--- src/rtl/core/vlcp_pkg.sv ---
// types and constants for the vbi line code placement block
// no dependencies
`default_nettype none

package vlcp_pkg;

    typedef enum logic [3:0] {
        KIND_NONE     = 4'd0,
        KIND_USERS    = 4'd1,
        KIND_LEADIN   = 4'd2,
        KIND_LEADOUT  = 4'd3,
        KIND_STOP     = 4'd4,
        KIND_STATUS   = 4'd5,
        KIND_PICNUM   = 4'd6,
        KIND_CHAPTER  = 4'd7,
        KIND_CLVPIC   = 4'd8,
        KIND_TIMECODE = 4'd9,
        KIND_CLVCODE  = 4'd10,
        KIND_FMPIC    = 4'd11,
        KIND_FMTIME   = 4'd12,
        KIND_WHITE    = 4'd13
    } code_kind_t;

    typedef enum logic [1:0] {
        SEC_LEADIN    = 2'd0,
        SEC_LEADOUT   = 2'd1,
        SEC_PROGRAMME = 2'd2,
        SEC_OTHER     = 2'd3
    } section_t;

    // configuration register indexes
    localparam logic [1:0] CFG_VIDEO_STANDARD = 2'd0;
    localparam logic [1:0] CFG_DISC_KIND      = 2'd1;
    localparam logic [1:0] CFG_SECTION_KIND   = 2'd2;
    localparam logic [1:0] CFG_PRESENT_MASK   = 2'd3;

    localparam int LINE_W  = 10;
    localparam int MASK_W  = 11;
    localparam int CFG_W   = 11;
    localparam int INDEX_W = 2;

    // present mask bit positions
    localparam int MASK_USERS    = 0;
    localparam int MASK_STOP     = 1;
    localparam int MASK_STATUS   = 2;
    localparam int MASK_PICNUM   = 3;
    localparam int MASK_CHAPTER  = 4;
    localparam int MASK_CLVPIC   = 5;
    localparam int MASK_TIMECODE = 6;
    localparam int MASK_CLVCODE  = 7;
    localparam int MASK_FMPIC    = 8;
    localparam int MASK_FMTIME   = 9;
    localparam int MASK_WHITE    = 10;

    // line numbers of the reserved vertical interval
    localparam logic [LINE_W-1:0] PAL_F1_FIRST  = 10'd6;
    localparam logic [LINE_W-1:0] PAL_F2_FIRST  = 10'd319;
    localparam logic [LINE_W-1:0] PAL_F2_LAST   = 10'd331;
    localparam logic [LINE_W-1:0] PAL_F2_USERS  = 10'd329;
    localparam logic [LINE_W-1:0] PAL_F2_MARK_A = 10'd330;
    localparam logic [LINE_W-1:0] PAL_FOLD      = 10'd313;
    localparam logic [LINE_W-1:0] NTSC_F1_FIRST = 10'd10;
    localparam logic [LINE_W-1:0] NTSC_F1_WHITE = 10'd11;
    localparam logic [LINE_W-1:0] NTSC_F2_FIRST = 10'd273;
    localparam logic [LINE_W-1:0] NTSC_F2_WHITE = 10'd274;
    localparam logic [LINE_W-1:0] NTSC_F2_USERS = 10'd279;
    localparam logic [LINE_W-1:0] NTSC_F2_MARK_A = 10'd280;
    localparam logic [LINE_W-1:0] NTSC_F2_LAST  = 10'd281;
    localparam logic [LINE_W-1:0] NTSC_FOLD     = 10'd263;
    localparam logic [LINE_W-1:0] LINE_16       = 10'd16;
    localparam logic [LINE_W-1:0] LINE_17       = 10'd17;
    localparam logic [LINE_W-1:0] LINE_18       = 10'd18;

    typedef struct packed {
        logic              ntsc;
        logic              clv;
        section_t          section;
        logic [MASK_W-1:0] mask;
    } cfg_t;

    typedef struct packed {
        logic       assigned;
        code_kind_t kind;
        logic       is_fm;
        logic       white_flag;
        logic       offset_172h;
    } decision_t;

endpackage

`default_nettype wire

--- src/rtl/core/vlcp_decide.sv ---
// per-line code choice: range check, field-2 fold and priority pick
// depends on vlcp_pkg
`default_nettype none

module vlcp_decide (
    input  wire vlcp_pkg::cfg_t              cfg,
    input  wire logic [vlcp_pkg::LINE_W-1:0] line,
    output vlcp_pkg::decision_t              decision
);

    vlcp_pkg::code_kind_t          kind;
    vlcp_pkg::code_kind_t          marker;
    logic                          off;
    logic                          biphase;
    logic [vlcp_pkg::LINE_W-1:0]   canon;
    logic                          pal_range;
    logic                          ntsc_range;
    logic                          marker_sec;

    always_comb
    begin
        kind    = vlcp_pkg::KIND_NONE;
        off     = 1'b0;
        biphase = 1'b0;
        canon   = line;
        marker  = (cfg.section == vlcp_pkg::SEC_LEADIN) ? vlcp_pkg::KIND_LEADIN
                                                        : vlcp_pkg::KIND_LEADOUT;
        marker_sec = cfg.section inside {vlcp_pkg::SEC_LEADIN, vlcp_pkg::SEC_LEADOUT};
        pal_range  = (line >= vlcp_pkg::PAL_F1_FIRST && line <= vlcp_pkg::LINE_18)
                  || (line >= vlcp_pkg::PAL_F2_FIRST && line <= vlcp_pkg::PAL_F2_LAST);
        ntsc_range = (line >= vlcp_pkg::NTSC_F1_FIRST && line <= vlcp_pkg::LINE_18)
                  || (line >= vlcp_pkg::NTSC_F2_FIRST && line <= vlcp_pkg::NTSC_F2_LAST);

        if (!cfg.ntsc)
        begin
            if (pal_range && marker_sec)
            begin
                if (line == vlcp_pkg::LINE_16 || line == vlcp_pkg::PAL_F2_USERS)
                begin
                    if (cfg.mask[vlcp_pkg::MASK_USERS])
                        kind = vlcp_pkg::KIND_USERS;
                end
                else if (line == vlcp_pkg::LINE_17 || line == vlcp_pkg::LINE_18
                      || line == vlcp_pkg::PAL_F2_MARK_A || line == vlcp_pkg::PAL_F2_LAST)
                    kind = marker;
            end
            else if (pal_range && cfg.section == vlcp_pkg::SEC_PROGRAMME)
            begin
                biphase = 1'b1;
                if (line >= vlcp_pkg::PAL_F2_USERS)
                    canon = line - vlcp_pkg::PAL_FOLD;
            end
        end
        else
        begin
            if (ntsc_range && marker_sec)
            begin
                if (line == vlcp_pkg::NTSC_F1_WHITE)
                begin
                    if (cfg.mask[vlcp_pkg::MASK_WHITE])
                        kind = vlcp_pkg::KIND_WHITE;
                end
                else if (line == vlcp_pkg::NTSC_F2_WHITE)
                begin
                    // lead-in carries no white flag on this line
                    if (cfg.section == vlcp_pkg::SEC_LEADOUT && cfg.mask[vlcp_pkg::MASK_WHITE])
                        kind = vlcp_pkg::KIND_WHITE;
                end
                else if (line == vlcp_pkg::LINE_16 || line == vlcp_pkg::NTSC_F2_USERS)
                begin
                    if (cfg.mask[vlcp_pkg::MASK_USERS])
                        kind = vlcp_pkg::KIND_USERS;
                end
                else if (line == vlcp_pkg::LINE_17 || line == vlcp_pkg::LINE_18
                      || line == vlcp_pkg::NTSC_F2_MARK_A || line == vlcp_pkg::NTSC_F2_LAST)
                    kind = marker;
            end
            else if (ntsc_range && cfg.section == vlcp_pkg::SEC_PROGRAMME)
            begin
                if (line == vlcp_pkg::NTSC_F1_FIRST || line == vlcp_pkg::NTSC_F2_FIRST)
                begin
                    if (!cfg.clv && cfg.mask[vlcp_pkg::MASK_FMPIC])
                        kind = vlcp_pkg::KIND_FMPIC;
                    else if (cfg.clv && cfg.mask[vlcp_pkg::MASK_FMTIME])
                        kind = vlcp_pkg::KIND_FMTIME;
                end
                else if (line == vlcp_pkg::NTSC_F1_WHITE || line == vlcp_pkg::NTSC_F2_WHITE)
                begin
                    if (cfg.mask[vlcp_pkg::MASK_WHITE])
                        kind = vlcp_pkg::KIND_WHITE;
                end
                else
                begin
                    biphase = 1'b1;
                    if (line >= vlcp_pkg::NTSC_F2_USERS)
                        canon = line - vlcp_pkg::NTSC_FOLD;
                end
            end
        end

        // programme area biphase priority on folded lines
        if (biphase)
        begin
            if (!cfg.clv)
            begin
                case (canon)
                    vlcp_pkg::LINE_16:
                    begin
                        if (cfg.mask[vlcp_pkg::MASK_STOP])
                            kind = vlcp_pkg::KIND_STOP;
                        else if (cfg.mask[vlcp_pkg::MASK_STATUS])
                        begin
                            kind = vlcp_pkg::KIND_STATUS;
                            off  = 1'b1;
                        end
                    end
                    vlcp_pkg::LINE_17:
                    begin
                        if (cfg.mask[vlcp_pkg::MASK_PICNUM])
                            kind = vlcp_pkg::KIND_PICNUM;
                        else if (cfg.mask[vlcp_pkg::MASK_STOP])
                            kind = vlcp_pkg::KIND_STOP;
                        else if (cfg.mask[vlcp_pkg::MASK_CHAPTER])
                            kind = vlcp_pkg::KIND_CHAPTER;
                    end
                    vlcp_pkg::LINE_18:
                    begin
                        if (cfg.mask[vlcp_pkg::MASK_CHAPTER])
                            kind = vlcp_pkg::KIND_CHAPTER;
                        else if (cfg.mask[vlcp_pkg::MASK_PICNUM])
                            kind = vlcp_pkg::KIND_PICNUM;
                    end
                    default:
                        kind = vlcp_pkg::KIND_NONE;
                endcase
            end
            else
            begin
                case (canon)
                    vlcp_pkg::LINE_16:
                    begin
                        if (cfg.mask[vlcp_pkg::MASK_CLVPIC])
                            kind = vlcp_pkg::KIND_CLVPIC;
                        else if (cfg.mask[vlcp_pkg::MASK_STATUS])
                        begin
                            kind = vlcp_pkg::KIND_STATUS;
                            off  = 1'b1;
                        end
                    end
                    vlcp_pkg::LINE_17:
                    begin
                        if (cfg.mask[vlcp_pkg::MASK_TIMECODE])
                            kind = vlcp_pkg::KIND_TIMECODE;
                        else if (cfg.mask[vlcp_pkg::MASK_CLVCODE])
                        begin
                            kind = vlcp_pkg::KIND_CLVCODE;
                            off  = cfg.ntsc;
                        end
                    end
                    vlcp_pkg::LINE_18:
                    begin
                        if (cfg.mask[vlcp_pkg::MASK_CHAPTER])
                            kind = vlcp_pkg::KIND_CHAPTER;
                        else if (cfg.mask[vlcp_pkg::MASK_TIMECODE])
                            kind = vlcp_pkg::KIND_TIMECODE;
                    end
                    default:
                        kind = vlcp_pkg::KIND_NONE;
                endcase
            end
        end
    end

    always_comb
    begin
        decision.assigned    = (kind != vlcp_pkg::KIND_NONE);
        decision.kind        = kind;
        decision.is_fm       = (kind == vlcp_pkg::KIND_FMPIC)
                            || (kind == vlcp_pkg::KIND_FMTIME);
        decision.white_flag  = (kind == vlcp_pkg::KIND_WHITE);
        decision.offset_172h = off;
    end

endmodule

`default_nettype wire

--- src/rtl/core/vbi_line_code_placement.sv ---
// channel   | direction | beat contents
// input     | in        | frame_line
// result    | out       | assigned, code_kind, is_fm, white_flag, offset_172h
// config    | in        | cfg_write_en, cfg_index, cfg_data
//
// one beat in and one beat out per cycle while out_stall is low; a beat
// passes an input register, then the decision logic into the result register
// a full result register under out_stall holds the input register, and
// in_stall rises only when both are full
// rst_n clears the valid bits and loads the register reset values
//
// top level of the vbi line code placement block, uses vlcp_pkg and vlcp_decide
`default_nettype none

module vbi_line_code_placement (
    input  wire logic                             clk,
    input  wire logic                             rst_n,
    input  wire logic                             in_valid,
    output logic                                  in_stall,
    input  wire logic [vlcp_pkg::LINE_W-1:0]      frame_line,
    output logic                                  out_valid,
    input  wire logic                             out_stall,
    output logic                                  assigned,
    output logic [3:0]                            code_kind,
    output logic                                  is_fm,
    output logic                                  white_flag,
    output logic                                  offset_172h,
    input  wire logic                             cfg_write_en,
    input  wire logic [vlcp_pkg::INDEX_W-1:0]     cfg_index,
    input  wire logic [vlcp_pkg::CFG_W-1:0]       cfg_data
);

    vlcp_pkg::cfg_t                cfg_reg;
    logic                          in_valid_reg;
    logic [vlcp_pkg::LINE_W-1:0]   line_reg;
    logic                          res_valid_reg;
    vlcp_pkg::decision_t           res_reg;
    vlcp_pkg::decision_t           res_next;
    logic                          res_load;
    logic                          in_load;

    always_ff @(posedge clk or negedge rst_n)
    begin
        if (!rst_n)
        begin
            cfg_reg.ntsc    <= 1'b0;
            cfg_reg.clv     <= 1'b0;
            cfg_reg.section <= vlcp_pkg::SEC_PROGRAMME;
            cfg_reg.mask    <= '0;
        end
        else if (cfg_write_en)
        begin
            unique case (cfg_index)
                vlcp_pkg::CFG_VIDEO_STANDARD: cfg_reg.ntsc    <= cfg_data[0];
                vlcp_pkg::CFG_DISC_KIND:      cfg_reg.clv     <= cfg_data[0];
                vlcp_pkg::CFG_SECTION_KIND:   cfg_reg.section <= vlcp_pkg::section_t'(cfg_data[1:0]);
                vlcp_pkg::CFG_PRESENT_MASK:   cfg_reg.mask    <= cfg_data[vlcp_pkg::MASK_W-1:0];
                default:                      cfg_reg.mask    <= cfg_reg.mask;
            endcase
        end
    end

    // result register takes a new beat when empty or draining
    assign res_load = !res_valid_reg || !out_stall;
    assign in_stall = in_valid_reg && !res_load;
    assign in_load  = in_valid && !in_stall;

    always_ff @(posedge clk or negedge rst_n)
    begin
        if (!rst_n)
        begin
            in_valid_reg  <= 1'b0;
            res_valid_reg <= 1'b0;
        end
        else
        begin
            if (!in_stall)
                in_valid_reg <= in_valid;
            if (res_load)
                res_valid_reg <= in_valid_reg;
        end
    end

    always_ff @(posedge clk)
    begin
        if (in_load)
            line_reg <= frame_line;
        if (res_load && in_valid_reg)
            res_reg <= res_next;
    end

    vlcp_decide u_decide (
        .cfg      (cfg_reg),
        .line     (line_reg),
        .decision (res_next)
    );

    assign out_valid   = res_valid_reg;
    assign assigned    = res_reg.assigned;
    assign code_kind   = res_reg.kind;
    assign is_fm       = res_reg.is_fm;
    assign white_flag  = res_reg.white_flag;
    assign offset_172h = res_reg.offset_172h;

endmodule

`default_nettype wire

--- config.mk ---
export PLATFORM = sky130hd
export DESIGN_NAME = vbi_line_code_placement
export DESIGN_NICKNAME = d
export VERILOG_FILES = /design/src/rtl/core/vlcp_pkg.sv /design/src/rtl/core/vlcp_decide.sv /design/src/rtl/core/vbi_line_code_placement.sv
export SDC_FILE = /design/constraint.sdc
export NUM_CORES = 1
export LEC_CHECK = 0
export BUFFER_PORTS_ARGS = -buffer_cell sky130_fd_sc_hd__buf_2
export CAP_MARGIN = 25
export CORE_UTILIZATION = 50
export DETAILED_ROUTE_END_ITERATION = 8
export PLACE_DENSITY = 0.82
export REMOVE_ABC_BUFFERS = 1
export SLEW_MARGIN = 30
export SYNTH_ARGS = -nofsm -noshare
export SYNTH_HDL_FRONTEND = slang
export SYNTH_SLANG_ARGS = --single-unit
--- constraint.sdc ---
create_clock -name clk -period 7.05 [get_ports clk]
set_clock_uncertainty 0.1 [all_clocks]
set_input_delay 1.41 -clock clk [delete_from_list [all_inputs] [get_ports clk]]
set_output_delay 1.41 -clock clk [all_outputs]
set_load 0.005 [all_outputs]
## Word-level counts from Yosys, hierarchy flattened

Cells that the tools add are included.

| storage, ports and cells | value |
|---|---|
| output and inout port bits | 10 |
| register bits | 35 |

| operators by class | value |
|---|---|
| reduce and logical (&&, ||, !) cells | 40 |
| multiplexer cells | 58 |
| magnitude comparators | 9 |
| eq/ne operators | 24 |
| add/sub/neg operators | 2 |

Operator list:

| kind | number |
|---|---|
| 4-bit 2-to-1 mux | 30 |
| 10-bit 2-to-1 mux | 9 |
| 10-bit by 9-bit == test with 1-bit output (second input constant) | 8 |
| 10-bit by 5-bit == test with 1-bit output (second input constant) | 6 |
| 10-bit by 9-bit greater-or-equal comparator with 1-bit output (second input constant) | 4 |
| 4-bit case mux with 3 select lines | 2 |
| 10-bit by 4-bit == test with 1-bit output (second input constant) | 2 |
| 10-bit by 9-bit less-or-equal comparator with 1-bit output (second input constant) | 2 |
| 10-bit by 9-bit subtractor with 10-bit output (second input constant) | 2 |
| 1-bit 2-to-1 mux | 16 |
| 1-bit logical AND | 14 |
| 1-bit logical OR | 13 |
| 4-bit == test (second input constant) | 3 |
| 10-bit by 3-bit greater-or-equal comparator with 1-bit output (second input constant) | 1 |
| 10-bit by 4-bit greater-or-equal comparator with 1-bit output (second input constant) | 1 |
| 10-bit by 5-bit less-or-equal comparator with 1-bit output (second input constant) | 1 |
| 2-bit AND reduction | 4 |
| 2-bit == test (second input constant) | 3 |
| 1-bit zero test | 5 |
| 2-bit by 1-bit == test with 1-bit output (second input constant) | 2 |
| 2-bit zero test | 2 |
| 4-bit nonzero test | 1 |
| 1-bit case mux with 2 select lines | 1 |
| 2-bit nonzero test | 1 |

## Depth between registers and ports, before layout

| depth | value |
|---|---|
| word-level depth | 18 |
| gate-level depth with buffers | 16 |

## By module

A second synthesis with hierarchy kept.

| unflattened totals | value |
|---|---|
| cells, all modules | 293 |
| area total of the unflattened synthesis | 2,747.6 µm² |

Modules (own cells, without submodules):

| module | instances | cells an instance | seq. area each (µm²) | area an instance (µm²) |
|---|---|---|---|---|
| vlcp_decide | 1 | 232 | 0.0 | 1,493.9 |
| vbi_line_code_placement | 1 | 61 | 967.2 | 1,253.7 |

## Least setup slack after synthesis

OpenSTA, ideal clock, no wires.

| timing path | value |
|---|---|
| path kind | flip-flop to flip-flop |
| start point | reg line_reg[1] (netlist bit) |
| end point | reg res_reg (netlist bit assigned), data pin |
| clock period less this slack | 3.632 ns |
| slack | 3.418 ns |
| arrival time | 3.267 ns |
| cell stages (with the launch flop) | 17 |
| library setup time | 0.265 ns |
| path through | edfxtp_1 > clkbuf_1 > inv_1 > ha_1 > clkbuf_1 > inv_1 > a311oi_1 > and4_4 > o211ai_2 > and2_4 > buf_6 > a22o_1 > a21o_1 > a31o_1 > o31ai_4 > nand2b_1 > or3_1 |

RTL lines:

| what | line | source |
|---|---|---|
| start: declaration | vbi_line_code_placement.sv:35 | `logic [vlcp_pkg::LINE_W-1:0] line_reg;` |
| start signal: assignment | vbi_line_code_placement.sv:87 | `line_reg <= frame_line;` |
| end signal: assignment | vbi_line_code_placement.sv:89 | `res_reg <= res_next;` |
| end: declaration | vbi_line_code_placement.sv:37 | `vlcp_pkg::decision_t res_reg;` |

==> run_results.csv <==
group,metric,value,unit
place,placed_cell_area,2770,um2
finish,fin_util,59.0,%
floorplan,core,4850,um2
global_route,overflow,0,
global_route,grt_use_met1,33.1,%
timing,finalWorstSetupSlack,3050,ps
finish,nets,335,
setup_path,worstPathRequired,6990,ps
timing,drv_slew,0,
detailed_routing,vias,2355,
floorplan,die_y,73.7,um
place,dp_cells,362,
clocking,clockRootBuffer,"clkbuf_8",
yosys,synth_edf_count,18,
yosys,async_reset_ff_share,48.6,%
detailed_routing,wl_per_cell,16.7,um
finish,nFillCells,403,
detailed_routing,wirelength,6180,um
finish,final_area,2860,um2
finish,syn_to_final_growth,11.1,%
yosys,avgSynthCellArea,9.39,um2
detailed_routing,drt_iter0_drc,425,
power_and_ir_drop,leakage,1.14,nW
clocking,cts_tree,"done",
global_route,met3_usage,4.66,%
timing,finalCriticalPeriod,4000,ps
yosys,synth_cell_type_count,68,
setup_path,criticalPathCategory,"register to register",
run_status,status,"finished, final reports clean",
setup_path,path_buf_inv,2,
global_route,grt_busiest_layer,"met2",
finish,final_cell_count_no_fill,370,
yosys,synth_area_leaders,"edfxtp_1 (21%), dfrtp_1 (16%), mux2_2 (7.0%)",
clocking,htree_num_levels,2,
yosys,synth_area,2570,um2
detailed_routing,viasPerCell,6.36,
timing,setup_viol,0,
global_route,antenna_found_initial,0,
floorplan,ios,38,
yosys,post-synth-top-area-cell,"edfxtp_1",
flow_run,maxCapViolations,0,
timing,clock.fmax,250,MHz
yosys,synthCells,274,
setup_path,cpPeakStageDelay,560,ps
clocking,hold_buffers,0,
place,port_buffers,37,
finish,mostFrequentLayoutCell,"buf_2",
setup_path,start_kind,"register",
timing,finalHoldViolCount,0,
power_and_ir_drop,vdd_drop_max,0.163,mV
global_route,grt_pass1_wl,10000,um
setup_path,path_cells,"inv_1, ha_1, inv_1, a311oi_1, and4_4, o211ai_2, mux2i_1, o21bai_1, a21o_1, a31o_1, o31ai_4, nand2b_1, or3_1",
timing,setup_tns,0,ps
global_route,grt_pass1_vias,2095,
place,finalWeightedCongestion,0.961,
floorplan,start_util,53.1,%
yosys,synthFlopType,"edfxtp_1",
detailed_routing,ant_nets,0,
clocking,cts_setup_buffers,0,
power_and_ir_drop,total_power,544,uW
power_and_ir_drop,power_density,190,nW/um2
clocking,cts_buffers,5,
finish,antennaDiodeCount,0,
worst_hold_path,hp-class,"register to register",
setup_path,path_delay_family,"compound AO/OA/AOI/OAI gates",
detailed_routing,drt_pass1_iterations,5,
place,dp_hpwl,4530,um
yosys,ys_ff_latch,35,
finish,largest_reg_flops,15,
timing,slew_headroom,60.9,%
global_route,grt_use_total,24.7,%
clocking,path_clk_slew,70,ps
finish,final_cell_mix,"buf_2 (37), nand2_1 (22), edfxtp_1 (18)",
global_route,use_met2,38.8,%
setup_path,cpMaxStageDelayCell,"edfxtp_1",
timing,timing.final.crit_share,56.8,%
clocking,clk_latency,300,ps
global_route,grt_max_degree,19,
setup_path,cp-end-kind,"register",
floorplan,die_w,73.7,um
clocking,cts.sinks,35,
clocking,cts_resized,0,
timing,hold_slack,410,ps
yosys,yosysSeqAreaShare,37.6,%
setup_path,arrival,3940,ps
setup_path,cpMostUsedCell,"inv_1",
detailed_routing,drcViolationCount,0,
clocking,clk_path_buf_depth,2,
floorplan,std_cell_rows,25,
finish,layout-drive-gt1-share,26.4,%
yosys,synth_top_area_share,21.0,%
timing,grt_setup_unrepaired,"no",
setup_path,worst-path-max-fanout,13,
yosys,synth_warnings,0,
place,dp_slack,3170,ps
floorplan,design.die.area,5440,um2
timing,tightest_slew,587,ps
==> area by class of cell <==
class | instances | area, um2 | area share [%]
Timing Repair Buffer | 38 | 193 | 6.74
Inverter | 11 | 41.3 | 1.44
Tap cell | 67 | 83.8 | 2.93
Clock inverter | 1 | 5.00 | 0.175
Sequential cell | 35 | 967 | 33.8
Multi-Input combinational cell | 211 | 1480 | 51.9
Clock buffer | 7 | 86.3 | 3.02
==> kinds of logic after synthesis <==
group,Yosys count,synth area share [%]
muxes,20,8.56
adders and majority gates,5,2.43
xor gates and xnor gates,2,0.973
buffers and inverters,28,4.81
and+or+nand+nor,110,24.4
DFF,35,37.6
AOI/OAI and AO/OA,74,21.3
==> per-layer routing <==
layer | part of all wire [%] | vias up | wire length [um]
met1 | 40 | 1074 | 2500
li1 | - | 1092 | -
met2 | 47 | 164 | 2890
met3 | 10 | 25 | 627
met5 | 0 | - | 0
met4 | 2.7 | 0 | 166
==> final timing paths <==
path	start	to	slack, ps	cells after the start
worst max-delay path	line_reg[1]	assigned	3050	13
worst min-delay path	in_valid_reg	out_valid	410	1
worst max register to register	line_reg[1]	assigned	3050	13
worst min register to register	in_valid_reg	out_valid	410	1
max in group asynchronous	rst_n	cfg_reg[12]	5630	1
min in group asynchronous	rst_n	cfg_reg[14]	920	1
==> report_power, final <==
| part | switching (mW) | internal, mW | total (mW) |
|---|---|---|---|
| clock network | 0.0726 | 0.0787 | 0.151 |
| logic | 0.0579 | 0.0544 | 0.112 |
| registers | 0.0395 | 0.241 | 0.281 |
| total | 0.170 | 0.374 | 0.544 |
==> synthesized netlist by cell type, drive strengths merged, types with 3 or more instances <==
cell / n
nor2b: 4
a31oi: 7
o21a: 3
clkbuf: 11
nor4: 3
or3: 3
a21o: 4
edfxtp: 18
or2: 6
buf: 6
nand3b: 5
a22o: 4
a21oi: 12
nor3b: 4
o211ai: 4
nand2: 22
mux2i: 4
mux2: 16
a211oi: 3
nor2: 17
o21ai: 10
nand2b: 5
dfrtp: 16
nand4: 5
and3: 4
ha: 5
o2111ai: 4
nor3: 9
a31o: 3
o31ai: 5
inv: 11
and2: 4
nand3: 8
==> worst reg2reg max path: cells and delay by family (launching register included) <==
family / cells / cell delay (ps)
compound gates: 6 / 1400
simple gates: 3 / 680
flops: 1 / 560
mux: 1 / 270
fa+ha+maj: 1 / 380
buf+inv: 2 / 360
Power figures use the tool's default switching activity.
